==> src/rtl/hsfd_pkg.sv <==
`timescale 1ns / 1ps
// Shared types, constants and CRC-8 function of the humidity sensor frame decoder.
// No dependencies.
package hsfd_pkg;

    localparam logic [7:0] CRC_INIT = 8'hFF;
    localparam logic [7:0] CRC_POLY = 8'h31;

    localparam logic [2:0] POS_T_MSB = 3'd0;
    localparam logic [2:0] POS_T_LSB = 3'd1;
    localparam logic [2:0] POS_T_CRC = 3'd2;
    localparam logic [2:0] POS_H_MSB = 3'd3;
    localparam logic [2:0] POS_H_LSB = 3'd4;
    localparam logic [2:0] POS_H_CRC = 3'd5;

    localparam int unsigned TEMP_SPAN   = 17500;
    localparam int unsigned HUM_SPAN    = 10000;
    localparam int unsigned ROUND_HALF  = 32767;
    localparam int unsigned FULL_SCALE  = 65535;
    localparam int unsigned TEMP_OFFSET = 4500;

    localparam int TEMP_PROD_W = 31;
    localparam int HUM_PROD_W  = 30;

    typedef logic        [7:0]  t_byte;
    typedef logic        [15:0] t_raw;
    typedef logic signed [14:0] t_temp;
    typedef logic        [13:0] t_hum;

    typedef struct packed {
        logic good;
        t_raw temperature_raw;
        t_raw humidity_raw;
    } t_word;

    function automatic t_byte crc8_byte(input t_byte crc, input t_byte b);
        t_byte c;
        c = crc ^ b;
        for (int k = 0; k < 8; k++) begin
            if (c[7]) begin
                c = {c[6:0], 1'b0} ^ CRC_POLY;
            end else begin
                c = {c[6:0], 1'b0};
            end
        end
        return c;
    endfunction

endpackage

==> src/rtl/hsfd_if.sv <==
`timescale 1ns / 1ps
// Valid/ready channel interfaces for frame bytes and decoded results.
// Depends on hsfd_pkg.
interface hsfd_in_if;
    logic          valid;
    logic          ready;
    hsfd_pkg::t_byte byte_value;
    logic          frame_start;

    modport source (output valid, output byte_value, output frame_start, input ready);
    modport sink   (input valid, input byte_value, input frame_start, output ready);
endinterface

interface hsfd_out_if;
    logic            valid;
    logic            ready;
    logic            status;
    hsfd_pkg::t_temp temperature_centi;
    hsfd_pkg::t_hum  humidity_centi;

    modport source (output valid, output status, output temperature_centi,
                    output humidity_centi, input ready);
    modport sink   (input valid, input status, input temperature_centi,
                    input humidity_centi, output ready);
endinterface

==> src/rtl/hsfd_frame.sv <==
`timescale 1ns / 1ps
// Frame tracker: byte position, running CRC-8, raw words and the word register.
// Depends on hsfd_pkg and hsfd_in_if.
module hsfd_frame (
    input  logic            i_clk,
    input  logic            i_rst_n,
    hsfd_in_if.sink         i_byte,
    output hsfd_pkg::t_word o_word,
    output logic            o_word_valid,
    input  logic            i_word_ready
);
    import hsfd_pkg::*;

    logic [2:0] r_pos, n_pos;
    t_byte      r_crc, n_crc;
    t_raw       r_t_raw, n_t_raw;
    t_raw       r_h_raw, n_h_raw;
    logic       r_first_good, n_first_good;
    logic       r_word_valid, n_word_valid;
    t_word      r_word, n_word;

    logic       accept;
    logic [2:0] pos;
    t_byte      b;

    assign i_byte.ready = !r_word_valid || i_word_ready;
    assign accept       = i_byte.valid && i_byte.ready;
    assign b            = i_byte.byte_value;
    assign pos          = (i_byte.frame_start || r_pos > POS_H_CRC) ? POS_T_MSB : r_pos;

    always_comb begin
        n_pos        = r_pos;
        n_crc        = r_crc;
        n_t_raw      = r_t_raw;
        n_h_raw      = r_h_raw;
        n_first_good = r_first_good;
        n_word       = r_word;
        n_word_valid = r_word_valid && !i_word_ready;
        if (accept) begin
            unique case (pos)
                POS_T_MSB: begin
                    n_t_raw = {b, 8'h00};
                    n_crc   = crc8_byte(CRC_INIT, b);
                    n_pos   = POS_T_LSB;
                end
                POS_T_LSB: begin
                    n_t_raw = {r_t_raw[15:8], b};
                    n_crc   = crc8_byte(r_crc, b);
                    n_pos   = POS_T_CRC;
                end
                POS_T_CRC: begin
                    n_first_good = (r_crc == b);
                    n_crc        = CRC_INIT;
                    n_pos        = POS_H_MSB;
                end
                POS_H_MSB: begin
                    n_h_raw = {b, 8'h00};
                    n_crc   = crc8_byte(r_crc, b);
                    n_pos   = POS_H_LSB;
                end
                POS_H_LSB: begin
                    n_h_raw = {r_h_raw[15:8], b};
                    n_crc   = crc8_byte(r_crc, b);
                    n_pos   = POS_H_CRC;
                end
                POS_H_CRC: begin
                    n_word.good            = r_first_good && (r_crc == b);
                    n_word.temperature_raw = r_t_raw;
                    n_word.humidity_raw    = r_h_raw;
                    n_word_valid           = 1'b1;
                    n_crc                  = CRC_INIT;
                    n_pos                  = POS_T_MSB;
                end
                default: begin
                    n_pos = POS_T_MSB;
                end
            endcase
        end
    end

    always_ff @(posedge i_clk) begin
        if (!i_rst_n) begin
            r_pos        <= POS_T_MSB;
            r_crc        <= CRC_INIT;
            r_t_raw      <= '0;
            r_h_raw      <= '0;
            r_first_good <= 1'b0;
            r_word_valid <= 1'b0;
        end else begin
            r_pos        <= n_pos;
            r_crc        <= n_crc;
            r_t_raw      <= n_t_raw;
            r_h_raw      <= n_h_raw;
            r_first_good <= n_first_good;
            r_word_valid <= n_word_valid;
        end
    end

    always_ff @(posedge i_clk) begin
        r_word <= n_word;
    end

    assign o_word       = r_word;
    assign o_word_valid = r_word_valid;

endmodule

==> src/rtl/hsfd_convert.sv <==
`timescale 1ns / 1ps
// Conversion pipeline: scaling products, divide by full scale, result register.
// Depends on hsfd_pkg and hsfd_out_if.
module hsfd_convert (
    input  logic            i_clk,
    input  logic            i_rst_n,
    input  hsfd_pkg::t_word i_word,
    input  logic            i_word_valid,
    output logic            o_word_ready,
    hsfd_out_if.source      o_result
);
    import hsfd_pkg::*;

    localparam logic [16:0] DIV_CMP = 17'(FULL_SCALE);

    logic                   r_s2_valid;
    logic                   r_s2_good;
    logic [TEMP_PROD_W-1:0] r_t_prod;
    logic [HUM_PROD_W-1:0]  r_h_prod;

    logic                   r_o_valid;
    logic                   r_o_status;
    t_temp                  r_o_temp;
    t_hum                   r_o_hum;

    logic                   out_free;
    logic                   s2_free;
    logic                   s1_adv;
    logic                   s2_adv;

    logic [TEMP_PROD_W-1:0] t_prod;
    logic [HUM_PROD_W-1:0]  h_prod;
    logic [14:0]            t_hi;
    logic [16:0]            t_rem;
    logic [14:0]            t_q;
    logic [15:0]            t_val;
    logic [13:0]            h_hi;
    logic [16:0]            h_rem;
    logic [13:0]            h_q;

    assign out_free     = !r_o_valid || o_result.ready;
    assign s2_free      = !r_s2_valid || out_free;
    assign s1_adv       = i_word_valid && s2_free;
    assign s2_adv       = r_s2_valid && out_free;
    assign o_word_ready = s2_free;

    assign t_prod = TEMP_PROD_W'(32'(i_word.temperature_raw) * 32'(TEMP_SPAN)
                                + 32'(ROUND_HALF));
    assign h_prod = HUM_PROD_W'(32'(i_word.humidity_raw) * 32'(HUM_SPAN)
                                + 32'(ROUND_HALF));

    always_comb begin
        t_hi  = r_t_prod[TEMP_PROD_W-1:16];
        t_rem = {1'b0, r_t_prod[15:0]} + 17'(t_hi);
        t_q   = t_hi + 15'(t_rem >= DIV_CMP);
        t_val = 16'(t_q) - 16'(TEMP_OFFSET);
        h_hi  = r_h_prod[HUM_PROD_W-1:16];
        h_rem = {1'b0, r_h_prod[15:0]} + 17'(h_hi);
        h_q   = h_hi + 14'(h_rem >= DIV_CMP);
    end

    always_ff @(posedge i_clk) begin
        if (!i_rst_n) begin
            r_s2_valid <= 1'b0;
            r_o_valid  <= 1'b0;
        end else begin
            if (s2_free) begin
                r_s2_valid <= i_word_valid;
            end
            if (out_free) begin
                r_o_valid <= r_s2_valid;
            end
        end
    end

    always_ff @(posedge i_clk) begin
        if (s1_adv) begin
            r_s2_good <= i_word.good;
            r_t_prod  <= t_prod;
            r_h_prod  <= h_prod;
        end
        if (s2_adv) begin
            r_o_status <= !r_s2_good;
            r_o_temp   <= r_s2_good ? t_temp'(t_val[14:0]) : '0;
            r_o_hum    <= r_s2_good ? h_q : '0;
        end
    end

    assign o_result.valid             = r_o_valid;
    assign o_result.status            = r_o_status;
    assign o_result.temperature_centi = r_o_temp;
    assign o_result.humidity_centi    = r_o_hum;

endmodule

==> src/rtl/humidity_sensor_frame_decoder.sv <==
`timescale 1ns / 1ps
// Humidity sensor frame decoder top level.
// Depends on hsfd_pkg, hsfd_if, hsfd_frame and hsfd_convert.
//
// Usage:
//   i_byte takes one frame byte per item: temperature MSB, LSB, CRC, then
//   humidity MSB, LSB, CRC. frame_start high marks the item as byte 0 and
//   drops any partial frame; without it bytes continue the current frame.
//   o_result gives one item per completed frame: status (0 both CRC-8
//   checks good, 1 mismatch), temperature in 0.01 degC and humidity in
//   0.01 %RH, both zero on a mismatch.
//   Throughput: one byte per cycle, sustained, while o_result drains.
//   Path: a completed frame passes the word register, the product stage
//   and the result register, in that order, before o_result shows it.
//   Stall: with o_result.ready low the result holds; up to three frame
//   results queue in the pipeline stages, after which i_byte.ready drops
//   until the output drains.
//   Reset (i_rst_n low, synchronous): frame restarts at byte 0, running CRC
//   returns to 0xFF, all pending results are dropped.
module humidity_sensor_frame_decoder (
    input  logic       i_clk,
    input  logic       i_rst_n,
    hsfd_in_if.sink    i_byte,
    hsfd_out_if.source o_result
);
    import hsfd_pkg::*;

    t_word word;
    logic  word_valid;
    logic  word_ready;

    hsfd_frame u_frame (
        .i_clk        (i_clk),
        .i_rst_n      (i_rst_n),
        .i_byte       (i_byte),
        .o_word       (word),
        .o_word_valid (word_valid),
        .i_word_ready (word_ready)
    );

    hsfd_convert u_convert (
        .i_clk        (i_clk),
        .i_rst_n      (i_rst_n),
        .i_word       (word),
        .i_word_valid (word_valid),
        .o_word_ready (word_ready),
        .o_result     (o_result)
    );

endmodule

==> src/flat_wrapper.sv <==
// flat-port wrapper written by rule: the top's interface ports become plain ports
module humidity_sensor_frame_decoder_flat import hsfd_pkg::*;
  (i_clk, i_rst_n, i_byte_valid, i_byte_byte_value, i_byte_frame_start, i_byte_ready, o_result_valid, o_result_status, o_result_temperature_centi, o_result_humidity_centi, o_result_ready);
  hsfd_in_if i_byte_i ();
  hsfd_out_if o_result_i ();
  input  logic i_clk;
  input  logic i_rst_n;
  input wire logic [$bits(i_byte_i.valid)-1:0] i_byte_valid;
  input wire logic [$bits(i_byte_i.byte_value)-1:0] i_byte_byte_value;
  input wire logic [$bits(i_byte_i.frame_start)-1:0] i_byte_frame_start;
  output wire logic [$bits(i_byte_i.ready)-1:0] i_byte_ready;
  output wire logic [$bits(o_result_i.valid)-1:0] o_result_valid;
  output wire logic [$bits(o_result_i.status)-1:0] o_result_status;
  output wire logic [$bits(o_result_i.temperature_centi)-1:0] o_result_temperature_centi;
  output wire logic [$bits(o_result_i.humidity_centi)-1:0] o_result_humidity_centi;
  input wire logic [$bits(o_result_i.ready)-1:0] o_result_ready;
  assign i_byte_i.valid = i_byte_valid;
  assign i_byte_i.byte_value = i_byte_byte_value;
  assign i_byte_i.frame_start = i_byte_frame_start;
  assign i_byte_ready = i_byte_i.ready;
  assign o_result_valid = o_result_i.valid;
  assign o_result_status = o_result_i.status;
  assign o_result_temperature_centi = o_result_i.temperature_centi;
  assign o_result_humidity_centi = o_result_i.humidity_centi;
  assign o_result_i.ready = o_result_ready;
  humidity_sensor_frame_decoder u_core (.i_clk(i_clk), .i_rst_n(i_rst_n), .i_byte(i_byte_i), .o_result(o_result_i));
endmodule
==> config.mk <==
export PLATFORM = sky130hd
export DESIGN_NAME = humidity_sensor_frame_decoder_flat
export DESIGN_NICKNAME = d
export VERILOG_FILES = /design/src/rtl/hsfd_pkg.sv /design/src/rtl/hsfd_if.sv /design/src/rtl/hsfd_frame.sv /design/src/rtl/hsfd_convert.sv /design/src/rtl/humidity_sensor_frame_decoder.sv /design/src/flat_wrapper.sv
export SDC_FILE = /design/constraint.sdc
export NUM_CORES = 1
export LEC_CHECK = 0
export ABC_AREA = 1
export BUFFER_PORTS_ARGS = -buffer_cell sky130_fd_sc_hd__buf_2
export CAP_MARGIN = 20
export CORE_AREA = 2 2 213 215
export CTS_BUF_LIST = sky130_fd_sc_hd__clkbuf_4 sky130_fd_sc_hd__clkbuf_8
export DETAILED_ROUTE_END_ITERATION = 12
export DIE_AREA = 0 0 215 217
export PLACE_DENSITY = 0.59
export SLEW_MARGIN = 10
export SYNTH_ARGS = -nofsm -noshare
export SYNTH_HDL_FRONTEND = slang
export SYNTH_SLANG_ARGS = --single-unit
==> constraint.sdc <==
create_clock -name i_clk -period 5.1 [get_ports i_clk]
set_clock_uncertainty 0.05 [all_clocks]
set_input_delay 0.255 -clock i_clk [delete_from_list [all_inputs] [get_ports i_clk]]
set_output_delay 0.255 -clock i_clk [all_outputs]
set_load 0.01 [all_outputs]
==> results of run 1 <==
-- report_power, final --
part | internal [uW] | total [uW] | switching (uW)
Clock | 406 | 941 | 535
Combinational | 79.1 | 205 | 126
Sequential | 1440 | 1450 | 9.90
Total | 1930 | 2600 | 671
-- final timing paths --
check                                              start                                           end  slack (ps)  cells after the start
setup / recovery     u_core.u_frame.o_word[28]$_DFFE_PP_       u_core.u_convert.r_t_prod[23]$_DFFE_PP_         240                     22
hold / removal                            o_result_ready  u_core.u_convert.o_result.valid$_SDFFE_PN0P_          70                      4
setup reg to reg     u_core.u_frame.o_word[28]$_DFFE_PP_       u_core.u_convert.r_t_prod[23]$_DFFE_PP_         240                     22
hold reg to reg   u_core.u_frame.r_h_raw[5]$_SDFFE_PN0P_            u_core.u_frame.o_word[5]$_DFFE_PP_         390                      0
-- placed cells by master, fill, tap and decap left out, types with 4 or more instances in the layout --
cell,synthesis,layout
nand3b_1,15,15
edfxtp_1,119,119
ha_2,0,7
clkbuf_8,0,17
or2_2,5,5
buf_4,0,41
and2_1,5,5
xnor2_1,41,41
a21oi_1,124,117
fa_1,80,80
nor2_1,139,127
buf_2,4,44
ha_4,0,4
inv_2,7,9
ha_1,204,193
a21oi_2,4,9
o21a_1,8,8
nor2_2,12,20
inv_6,0,6
o21bai_1,7,7
o21ai_0,50,48
nor3_2,5,6
nand2_1,464,458
nand3_2,4,5
nand4_1,44,44
nand2_2,20,26
xor2_1,51,51
o211ai_1,7,7
nand3_1,107,106
nor2_4,5,9
inv_8,0,4
nor3_1,25,24
dfxtp_1,47,47
inv_1,401,399
-- layout make-up --
type / count / area [um2]
flip-flops and latches: 166 / 4510
clock buffers: 17 / 234
well taps: 600 / 751
multi-input cells: 1462 / 10300
inverters: 409 / 1540
clock inverters: 15 / 154
repair buffers: 87 / 558
fillers: 4554 / 26700
-- logic make-up (layout without fill, tap and decap cells) --
kind of cell               count (synthesis)  in the layout  share of synthesized area [%]
AOI/OAI and AO/OA                        215            215                           7.26
xor gates and xnor gates                  97             97                           5.54
adders and majority gates                284            284                           25.6
buffers and inverters                    428            528                           9.98
DFF                                      166            166                           27.8
and+or+nand+nor                          866            866                           23.8
-- through the flow --
step,power [uW],hold slack (ps),setup TNS [ps]
floorplan,1640,274,0
global placement,1680,364,0
detailed placement,1680,365,0
CTS,2620,37.0,0
global route,2700,50.9,-57.5
finish,2600,67.4,0
-- layer usage --
layer / track usage [%] / vias up / part of all wire (%)
li1: - / 6777 / -
met1: 21.8 / 6091 / 49
met4: 4.09 / 0 / 1.7
met2: 27.6 / 252 / 46
met3: 2.47 / 39 / 3.3
met5: 0 / - / 0
-- registers in the layout, summed over array words and instances, names as in the netlist --
name / flops
u_core.u_convert.o_result.valid: 1
u_core.u_convert.r_h_prod: 26
u_core.u_frame.o_word_valid: 1
u_core.u_convert.o_result.temperature_centi: 15
u_core.u_frame.r_crc: 8
u_core.u_frame.r_h_raw: 16
u_core.u_frame.r_first_good: 1
u_core.u_convert.r_s2_valid: 1
u_core.u_frame.r_t_raw: 16
u_core.u_convert.r_s2_good: 1
u_core.u_frame.r_pos: 3
u_core.u_convert.r_t_prod: 29
u_core.u_frame.o_word: 33
u_core.u_convert.o_result.humidity_centi: 14
u_core.u_convert.o_result.status: 1
-- critical path: stages (launching register included) --
cell	delay, ps
edfxtp_1	470
ha_1	310
inv_1	50
fa_1	490
inv_1	40
ha_1	310
fa_1	480
inv_1	50
fa_1	520
inv_1	40
ha_2	360
nand2_1	60
inv_1	100
nand2_1	90
nor2_1	150
nand2_1	90
nand4_1	80
nand2_1	130
nor2_2	150
nand4_4	150
nor2_4	200
nand2_1	80
xor2_1	140
-- what timing repair did --
item | CTS | global route
hold buffers | 1 | 0
setup endpoints to repair | 0 | 22
buffers inserted | 0 | 22
resized for setup | 0 | 49
endpoints found under the hold margin | 5 | 0
==> run metrics, run 1 <==
Post-synth top flop edfxtp_1; Post-synth ARST share 0%; Synth Register Bits 166; Hold/Removal Path Class input port to flip-flop; DP Area 0.0173 mm2; CTS Buffer Depth 2; routed len/inst 13.3 um; Synth area leader edfxtp_1; gr ovfl total 0; min cycle time layout 4860 ps; PwrDens 144 mW/mm2; Max Slew Vio Count 0; die area 0.0467 mm2; Seq/Total Area, Yosys 27.8%; io pins 45; DP HPWL 30700 um; Syn Area/Cell 7.89 um2; Worst IR Drop VDD 167 uV; Netlist Area Pre-Place 0.0162 mm2; final setup fails 0; first-pass GRT wire length 62200 um; Placed Cells incl. Taps 2700; root buffer cell clkbuf_8; critical path class flip-flop to flip-flop; layout cells sized above 1 10.8%; post-route setup slack 245 ps; startpoint types flip-flop; Pre-antenna DRT Iters 6; die outline height 217 um; total number of vias 13.2k; max-cap viol count 0; final wirelength 36700 um; Initial Utilization 36.3%; die width 215 um; initial antenna violation count 0; Placer Congestion 0.884; status finished clean; H-Tree Depth 4; crit path max fanout 6; Max Fclk 206 MHz; gr usage total 16.3%; vias in the first global route 12.9k; Synth Warn # 0; final instance area 0.0180 mm2; most common cell in the netlist nand2_1; Synth cell types 52; Final Hold Viols 0; Commonest cells post-synth nand2_1, inv_1, ha_1; insertion delay to the later sink of the worst-skew pair 490 ps; DRC 0; Synth Net Count 2353; Final #Nets 2440; Area growth syn-to-layout 11.2%; worst path required time 5290 ps; pin count of the biggest net entering global routing 57; Syn Inst Count 2056; final period utilization 95.2%; EDFF count, synth 119; WP data arrival 5040 ps; Yosys top cell area share 22.0%; DR vias/cell 4.77; 1st-iter DRT viols 757; largest cells by area after synthesis edfxtp_1, ha_1, nand2_1; Pleak 0.00894 uW; Layout Cells excl Fill 2756; pre-CTS WS 32.7 ps; CTS tree yes; Port Buffer Count 44; worst-margin pin slew 1070 ps; CTS Sinks 166; crit end category flip-flop; final core occ 40.3%; core area 0.0447 mm2; Cell Rows 78; CTS Buf Count 17; Worst slew margin 28.5%; ANT cells 0; clock transition at the registers of the reported paths 90 ps; number of routed nets with antenna violations 0
(Power assumes the default switching activity.)
==> run 2: changes to the inputs <==
Settings changed: ABC_AREA 1 to 0, CORE_AREA 2 2 213 215 to 2 2 206 208, DIE_AREA 0 0 215 217 to 0 0 208 210, PLACE_DENSITY 0.59 to 0.58.
==> run 2 against run 1 <==
  * The run now ends with setup timing left
  * Critical endpoint is now u_core.u_convert.r_t_prod[30]$_DFFE_PP_
  * Critical path type unchanged
  * Critical path depth decreased by 4
  * Via count decreased by 10%
  * Total power increased by 7.0%
==> run metrics, run 2 <==
status complete, but fails checks; failing checks setup timing; RSZ-0062 raised after global routing true; Syn Area/Cell 9.62 um2; pin count of the biggest net entering global routing 57; Sw Ratio 24.4%; root buffer cell clkbuf_8; Psw 679 uW; Worst slew margin 33.5%; number of routed nets with antenna violations 0; setup TNS -430 ps; gr ovfl total 0; Fin Hold WS 79.5 ps; final setup fails 5; Post-synth top flop edfxtp_1; most common cell after layout, fill and taps aside buf_4; Largest register FFs 33; max-cap viol count 0; worst path required time 5390 ps; DRC 0; clock transition at the registers of the reported paths 100 ps; most common cell in the netlist inv_1; layout cells sized above 1 27.8%; insertion delay to the later sink of the worst-skew pair 490 ps; Final Hold Viols 0; first-pass GRT wire length 56600 um; Max Fclk 190 MHz; Clk pwr share 36.7%; Fillers 3854; CTS Buffer Depth 2; worst-margin pin slew 995 ps; 1st-iter DRT viols 488; Seq/Total Area, Yosys 29.9%; CTS Buf Count 17; commonest cells after routing, fill and taps aside buf_4, inv_1, ha_1, edfxtp_1, nand2_1; ANT cells 0; Netlist Area Pre-Place 0.0151 mm2; final wirelength 34600 um; die width 208 um; Synth Register Bits 166; min cycle time layout 5270 ps; DR vias/cell 4.95; core area 0.0415 mm2; post-route setup slack -167 ps; PwrDens 144 mW/mm2; crit end category flip-flop; Post-synth ARST share 0%; Reg power frac 52.4%; Synth Warn # 0; Area growth syn-to-layout 28.2%; H-Tree Depth 4; routed len/inst 14.5 um; crit path max fanout 5; final period utilization 103%; DP HPWL 26900 um; Synth Net Count 1867; Yosys top cell area share 23.7%; Placer Congestion 0.890; Pleak 0.00833 uW; gr usage total 15.7%; Final #Nets 2132; Power Internal 2100 uW; vias in the first global route 11.8k; die area 0.0437 mm2; Synth cell types 76; Worst IR Drop VDD 153 uV; EDFF count, synth 119; CTS tree yes; io pins 45; combinational share of power 10.9%; Hold/Removal Path Class input port to flip-flop; CTS Sinks 166; Commonest cells post-synth inv_1, ha_1, edfxtp_1; startpoint types flip-flop; initial antenna violation count 0; total number of vias 11.8k; hold-fix buffer count after cts 0; largest cells by area after synthesis edfxtp_1, ha_1, fa_1; critical path class flip-flop to flip-flop; Max Slew Vio Count 0; Cell Rows 75; WP data arrival 5560 ps; Pre-antenna DRT Iters 4; Syn Inst Count 1570; Initial Utilization 36.4%; Synth area leader edfxtp_1; die outline height 210 um; Port Buffer Count 44
[run 2: changes by cell type in the layout (fill, tap and decap cells not counted), moves of 38 or more]
cell,before,now
nand2_1,458,111
inv_1,399,194
buf_4,41,218
a21oi_1,117,50
nand3_1,106,44
nor2_1,127,81
ha_4,4,42
[run 2: what timing repair did]
item	CTS	global route
pin swaps	34	92
endpoints found under the hold margin	0	0
setup endpoints to repair	24	26
setup buffers	26	37
resized for setup	55	161
[run 2: kinds of logic (layout without fill, tap and decap cells)]
| family | count (synthesis) | count (layout) | synth area share (%) |
|---|---|---|---|
| flip-flops | 166 | 166 | 29.9 |
| multiplexers | 7 | 7 | 0.480 |
| buffers and inverters | 264 | 542 | 6.68 |
| AND/OR/NAND/NOR | 419 | 419 | 13.9 |
| AO/OA/AOI/OAI | 285 | 285 | 13.1 |
| XOR/XNOR | 144 | 144 | 8.35 |
| adder cells (fa/ha/maj) | 285 | 285 | 27.6 |
[run 2: final timing paths]
| path | cells after the start | slack [ps] | endpoint | start |
|---|---|---|---|---|
| min reg2reg | 0 | 390 | u_core.u_frame.o_word[24]$_DFFE_PP_ | u_core.u_frame.r_t_raw[8]$_SDFFE_PN0P_ |
| max reg2reg | 18 | -170 | u_core.u_convert.r_t_prod[30]$_DFFE_PP_ | u_core.u_frame.o_word[25]$_DFFE_PP_ |
| max | 18 | -170 | u_core.u_convert.r_t_prod[30]$_DFFE_PP_ | u_core.u_frame.o_word[25]$_DFFE_PP_ |
| min | 3 | 80 | u_core.u_frame.r_h_raw[7]$_SDFFE_PN0P_ | i_byte_byte_value[7] |
[run 2: stage by stage]
stage                     worst slack, ps  instances  power [uW]  cell area (um2)  util [%]
after CTS                            -101       2354        2790            18300      44.2
after floorplan                     -81.1       1570        1690            15300         -
final                                -167       2387        2780            19400      46.7
after global routing                 -323       2387        2900            19400      46.7
after global placement               -144       2295        1750            17400      41.9
after detailed placement             -214       2297        1760            17400      41.9
[run 2: worst max-delay path, stage by stage (launching register included)]
cell and delay (ps):
edfxtp_1 430, ha_1 340, fa_1 440, ha_1 300, fa_1 480, inv_1 50
fa_1 490, inv_2 50, ha_4 210, a21o_1 190, or3_1 320, o22a_4 250
o211a_1 260, buf_6 120, o41a_1 430, nand3b_1 120, o211ai_1 100, o41a_1 430
o21ai_1 80
[run 2: power by group through the flow]
stage / registers (uW) / logic, uW / clock network [uW]
floorplan: 1480 / 205 / 0
global placement: 1490 / 265 / 0
detailed placement: 1490 / 272 / 0
CTS: 1460 / 281 / 1060
global route: 1460 / 331 / 1110
finish: 1460 / 302 / 1020
[run 2: layer usage]
layer | GRT usage, % | vias to the layer above | part of all wire [%]
li1 | - | 5983 | -
met1 | 20.6 | 5630 | 47
met2 | 27.1 | 163 | 49
met3 | 2.31 | 39 | 2.7
met4 | 4.52 | 0 | 1.8
met5 | 0 | - | 0
[run 2: layout make-up]
| type | count | area [um2] | share of cell area [%] |
|---|---|---|---|
| timing repair buffer | 283 | 2100 | 10.8 |
| clock buffer | 19 | 255 | 1.32 |
| tap | 539 | 674 | 3.48 |
| inverter | 227 | 852 | 4.40 |
| multi-input combinational | 1140 | 10800 | 55.8 |
| clock inverter | 13 | 173 | 0.891 |
| sequential | 166 | 4510 | 23.3 |
==> run 3: changes to the inputs <==
Settings changed: CELL_PAD_IN_SITES_DETAIL_PLACEMENT set to 0, CELL_PAD_IN_SITES_GLOBAL_PLACEMENT set to 1, PLACE_DENSITY 0.58 to 0.69.
==> run 3 against run 2 <==
  * The flow still finishes with violations (setup timing)
  * Setup slack got worse by 49 ps
  * Sequential power about the same
  * Clock-buffer cell count is 2 lower
  * Routed wire length shrank 2.6%
  * Highest routed layer unchanged
==> run metrics, run 3 (same netlist as run 2, synthesis figures left out) <==
status complete, but fails checks; failing checks setup timing; vias in the first global route 11.3k; Critical Path Most Common Cell fa_1; Worst R2R Start u_core.u_frame.o_word[26]$_DFFE_PP_; hold path startpoint i_byte_byte_value[2]; critical path class flip-flop to flip-flop; max-cap viol count 0; die outline height 210 um; die width 208 um; WP data arrival 5500 ps; CTS Buf Count 17; clock transition at the registers of the reported paths 90 ps; most common cell after layout, fill and taps aside buf_4; DRC 0; min cycle time layout 5320 ps; Sw Ratio 25.9%; Max Fclk 188 MHz; Largest register FFs 33; ANT cells 0; CP max-delay cell fa_1; Pre-antenna DRT Iters 5; Cell Rows 75; DR vias/cell 4.86; crit end category flip-flop; final setup fails 11; Worst IR Drop VDD 155 uV; PwrDens 136 mW/mm2; die area 0.0437 mm2; r2r worst-path depth 19; first-pass GRT wire length 55300 um; total number of vias 11.6k; Initial Utilization 36.4%; initial antenna violation count 1; worst path required time 5290 ps; crit path max fanout 4; io pins 45; commonest cells after routing, fill and taps aside buf_4, inv_1, ha_1, edfxtp_1, nand2_1; RSZ-0062 raised after global routing true; Placer Congestion 0.861; 1st-iter DRT viols 403; number of routed nets with antenna violations 0; DP HPWL 26600 um; CTS Sinks 166; Final Hold Viols 0; Port Buffer Count 44; post-route setup slack -216 ps; CTS tree yes; startpoint types flip-flop; insertion delay to the later sink of the worst-skew pair 480 ps; worst-margin pin slew 1000 ps; Reg power frac 56.1%; final core occ 46.1%; gr ovfl total 0; Final Power 2600 uW; Clk pwr share 32.4%; routed len/inst 14.1 um; setup TNS -1300 ps; RR Endpoint u_core.u_convert.r_t_prod[26]$_DFFE_PP_; worst reg-to-reg setup slack -220 ps; Power Internal 1930 uW; Psw 673 uW; Hold/Removal Path Class input port to flip-flop; core area 0.0415 mm2; slowest stage delay, CP 550 ps; final wirelength 33700 um; CP cell instances ha_1 > fa_1 > ha_4 > fa_1 > inv_1 > fa_1 > inv_2 > ha_4 > a21o_1 > or3_1 > o22a_2 > buf_4 > buf_6 > o21ai_4 > xor2_2 > nor3b_2 > nand4_1 > or4_4 > xor2_1; pre-CTS WS -193 ps; hold-fix buffer count after cts 0; combinational share of power 11.6%; Max Slew Vio Count 0; Area growth syn-to-layout 26.6%; layout cells sized above 1 26.2%; Worst slew margin 32.9%; worst hold endpoint u_core.u_frame.r_h_raw[2]$_SDFFE_PN0P_; Pleak 0.00827 uW; CTS Buffer Depth 2; pin count of the biggest net entering global routing 48; H-Tree Depth 4; gr usage total 15.4%; hold path depth 3; root buffer cell clkbuf_8; Final #Nets 2128; final period utilization 104%
run 3: cell types whose count changed in the layout (fill, tap and decap cells not counted), moves of 3 or more:
cell       before  now
bufinv_16       3    0
ha_4           42   35
a311oi_1        0    3
clkinv_1        1    4
inv_2          32   15
inv_1         194  211
nor3_2          3    7
buf_6          18   15
ha_1          159  167
run 3: power groups by stage:
stage | Sequential [uW] | Clock [uW] | Combinational, uW
after floorplan | 1480 | 0 | 205
after global placement | 1490 | 0 | 267
after detailed placement | 1490 | 0 | 272
after CTS | 1460 | 883 | 281
after global routing | 1460 | 927 | 334
final | 1460 | 841 | 301
run 3: cell type report:
type | count | area (um2)
inverter | 227 | 852
sequential | 166 | 4510
clock inverter | 15 | 105
timing repair buffer | 279 | 2050
fill | 3927 | 22400
multi-input combinational | 1140 | 10700
clock buffer | 17 | 234
tap | 539 | 674
run 3: what timing repair did:
item | CTS | global route
setup endpoints to repair | 22 | 25
pin swaps | 31 | 82
buffers inserted | 29 | 29
resized for setup | 37 | 133
run 3: through the flow:
| step | cell area (um2) | hold slack (ps) | cells |
|---|---|---|---|
| after floorplan | 15300 | 350 | 1570 |
| after global placement | 17400 | 364 | 2294 |
| after detailed placement | 17400 | 366 | 2295 |
| after CTS | 18100 | 32.1 | 2356 |
| after global routing | 19100 | 71.1 | 2383 |
| final | 19100 | 85.3 | 2383 |
run 3: worst max path at each step:
stage | startpoint | depth (start not counted) | slack, ps | endpoint
3_3_place_gp | u_core.u_frame.o_word[28]$_DFFE_PP_ | 19 | -120 | u_core.u_convert.r_t_prod[30]$_DFFE_PP_
5_1_grt | u_core.u_frame.o_word[26]$_DFFE_PP_ | 19 | -430 | u_core.u_convert.r_t_prod[26]$_DFFE_PP_
3_5_place_dp | u_core.u_frame.o_word[5]$_DFFE_PP_ | 18 | -190 | u_core.u_convert.r_h_prod[29]$_DFFE_PP_
2_1_floorplan | u_core.u_frame.o_word[25]$_DFFE_PP_ | 17 | -80 | u_core.u_convert.r_t_prod[30]$_DFFE_PP_
6_report | u_core.u_frame.o_word[26]$_DFFE_PP_ | 19 | -220 | u_core.u_convert.r_t_prod[26]$_DFFE_PP_
4_1_cts | u_core.u_frame.o_word[26]$_DFFE_PP_ | 17 | -140 | u_core.u_convert.r_t_prod[28]$_DFFE_PP_
run 3: critical path: cells and delay by family (launching register included):
family	cells	cell delay (ps)
XOR/XNOR	2	250
AND/OR/NAND/NOR	4	1130
buffers and inverters	4	350
AO/OA/AOI/OAI	3	570
adder cells (fa/ha/maj)	6	2290
flip-flops	1	450
run 3: routing by layer:
metal	global-route usage, %	up-vias	share of wire, %
met3	2.06	26	2.4
met1	21.0	5457	49
met4	3.91	0	1.4
li1	-	5977	-
met2	26.0	127	47
met5	0	-	0
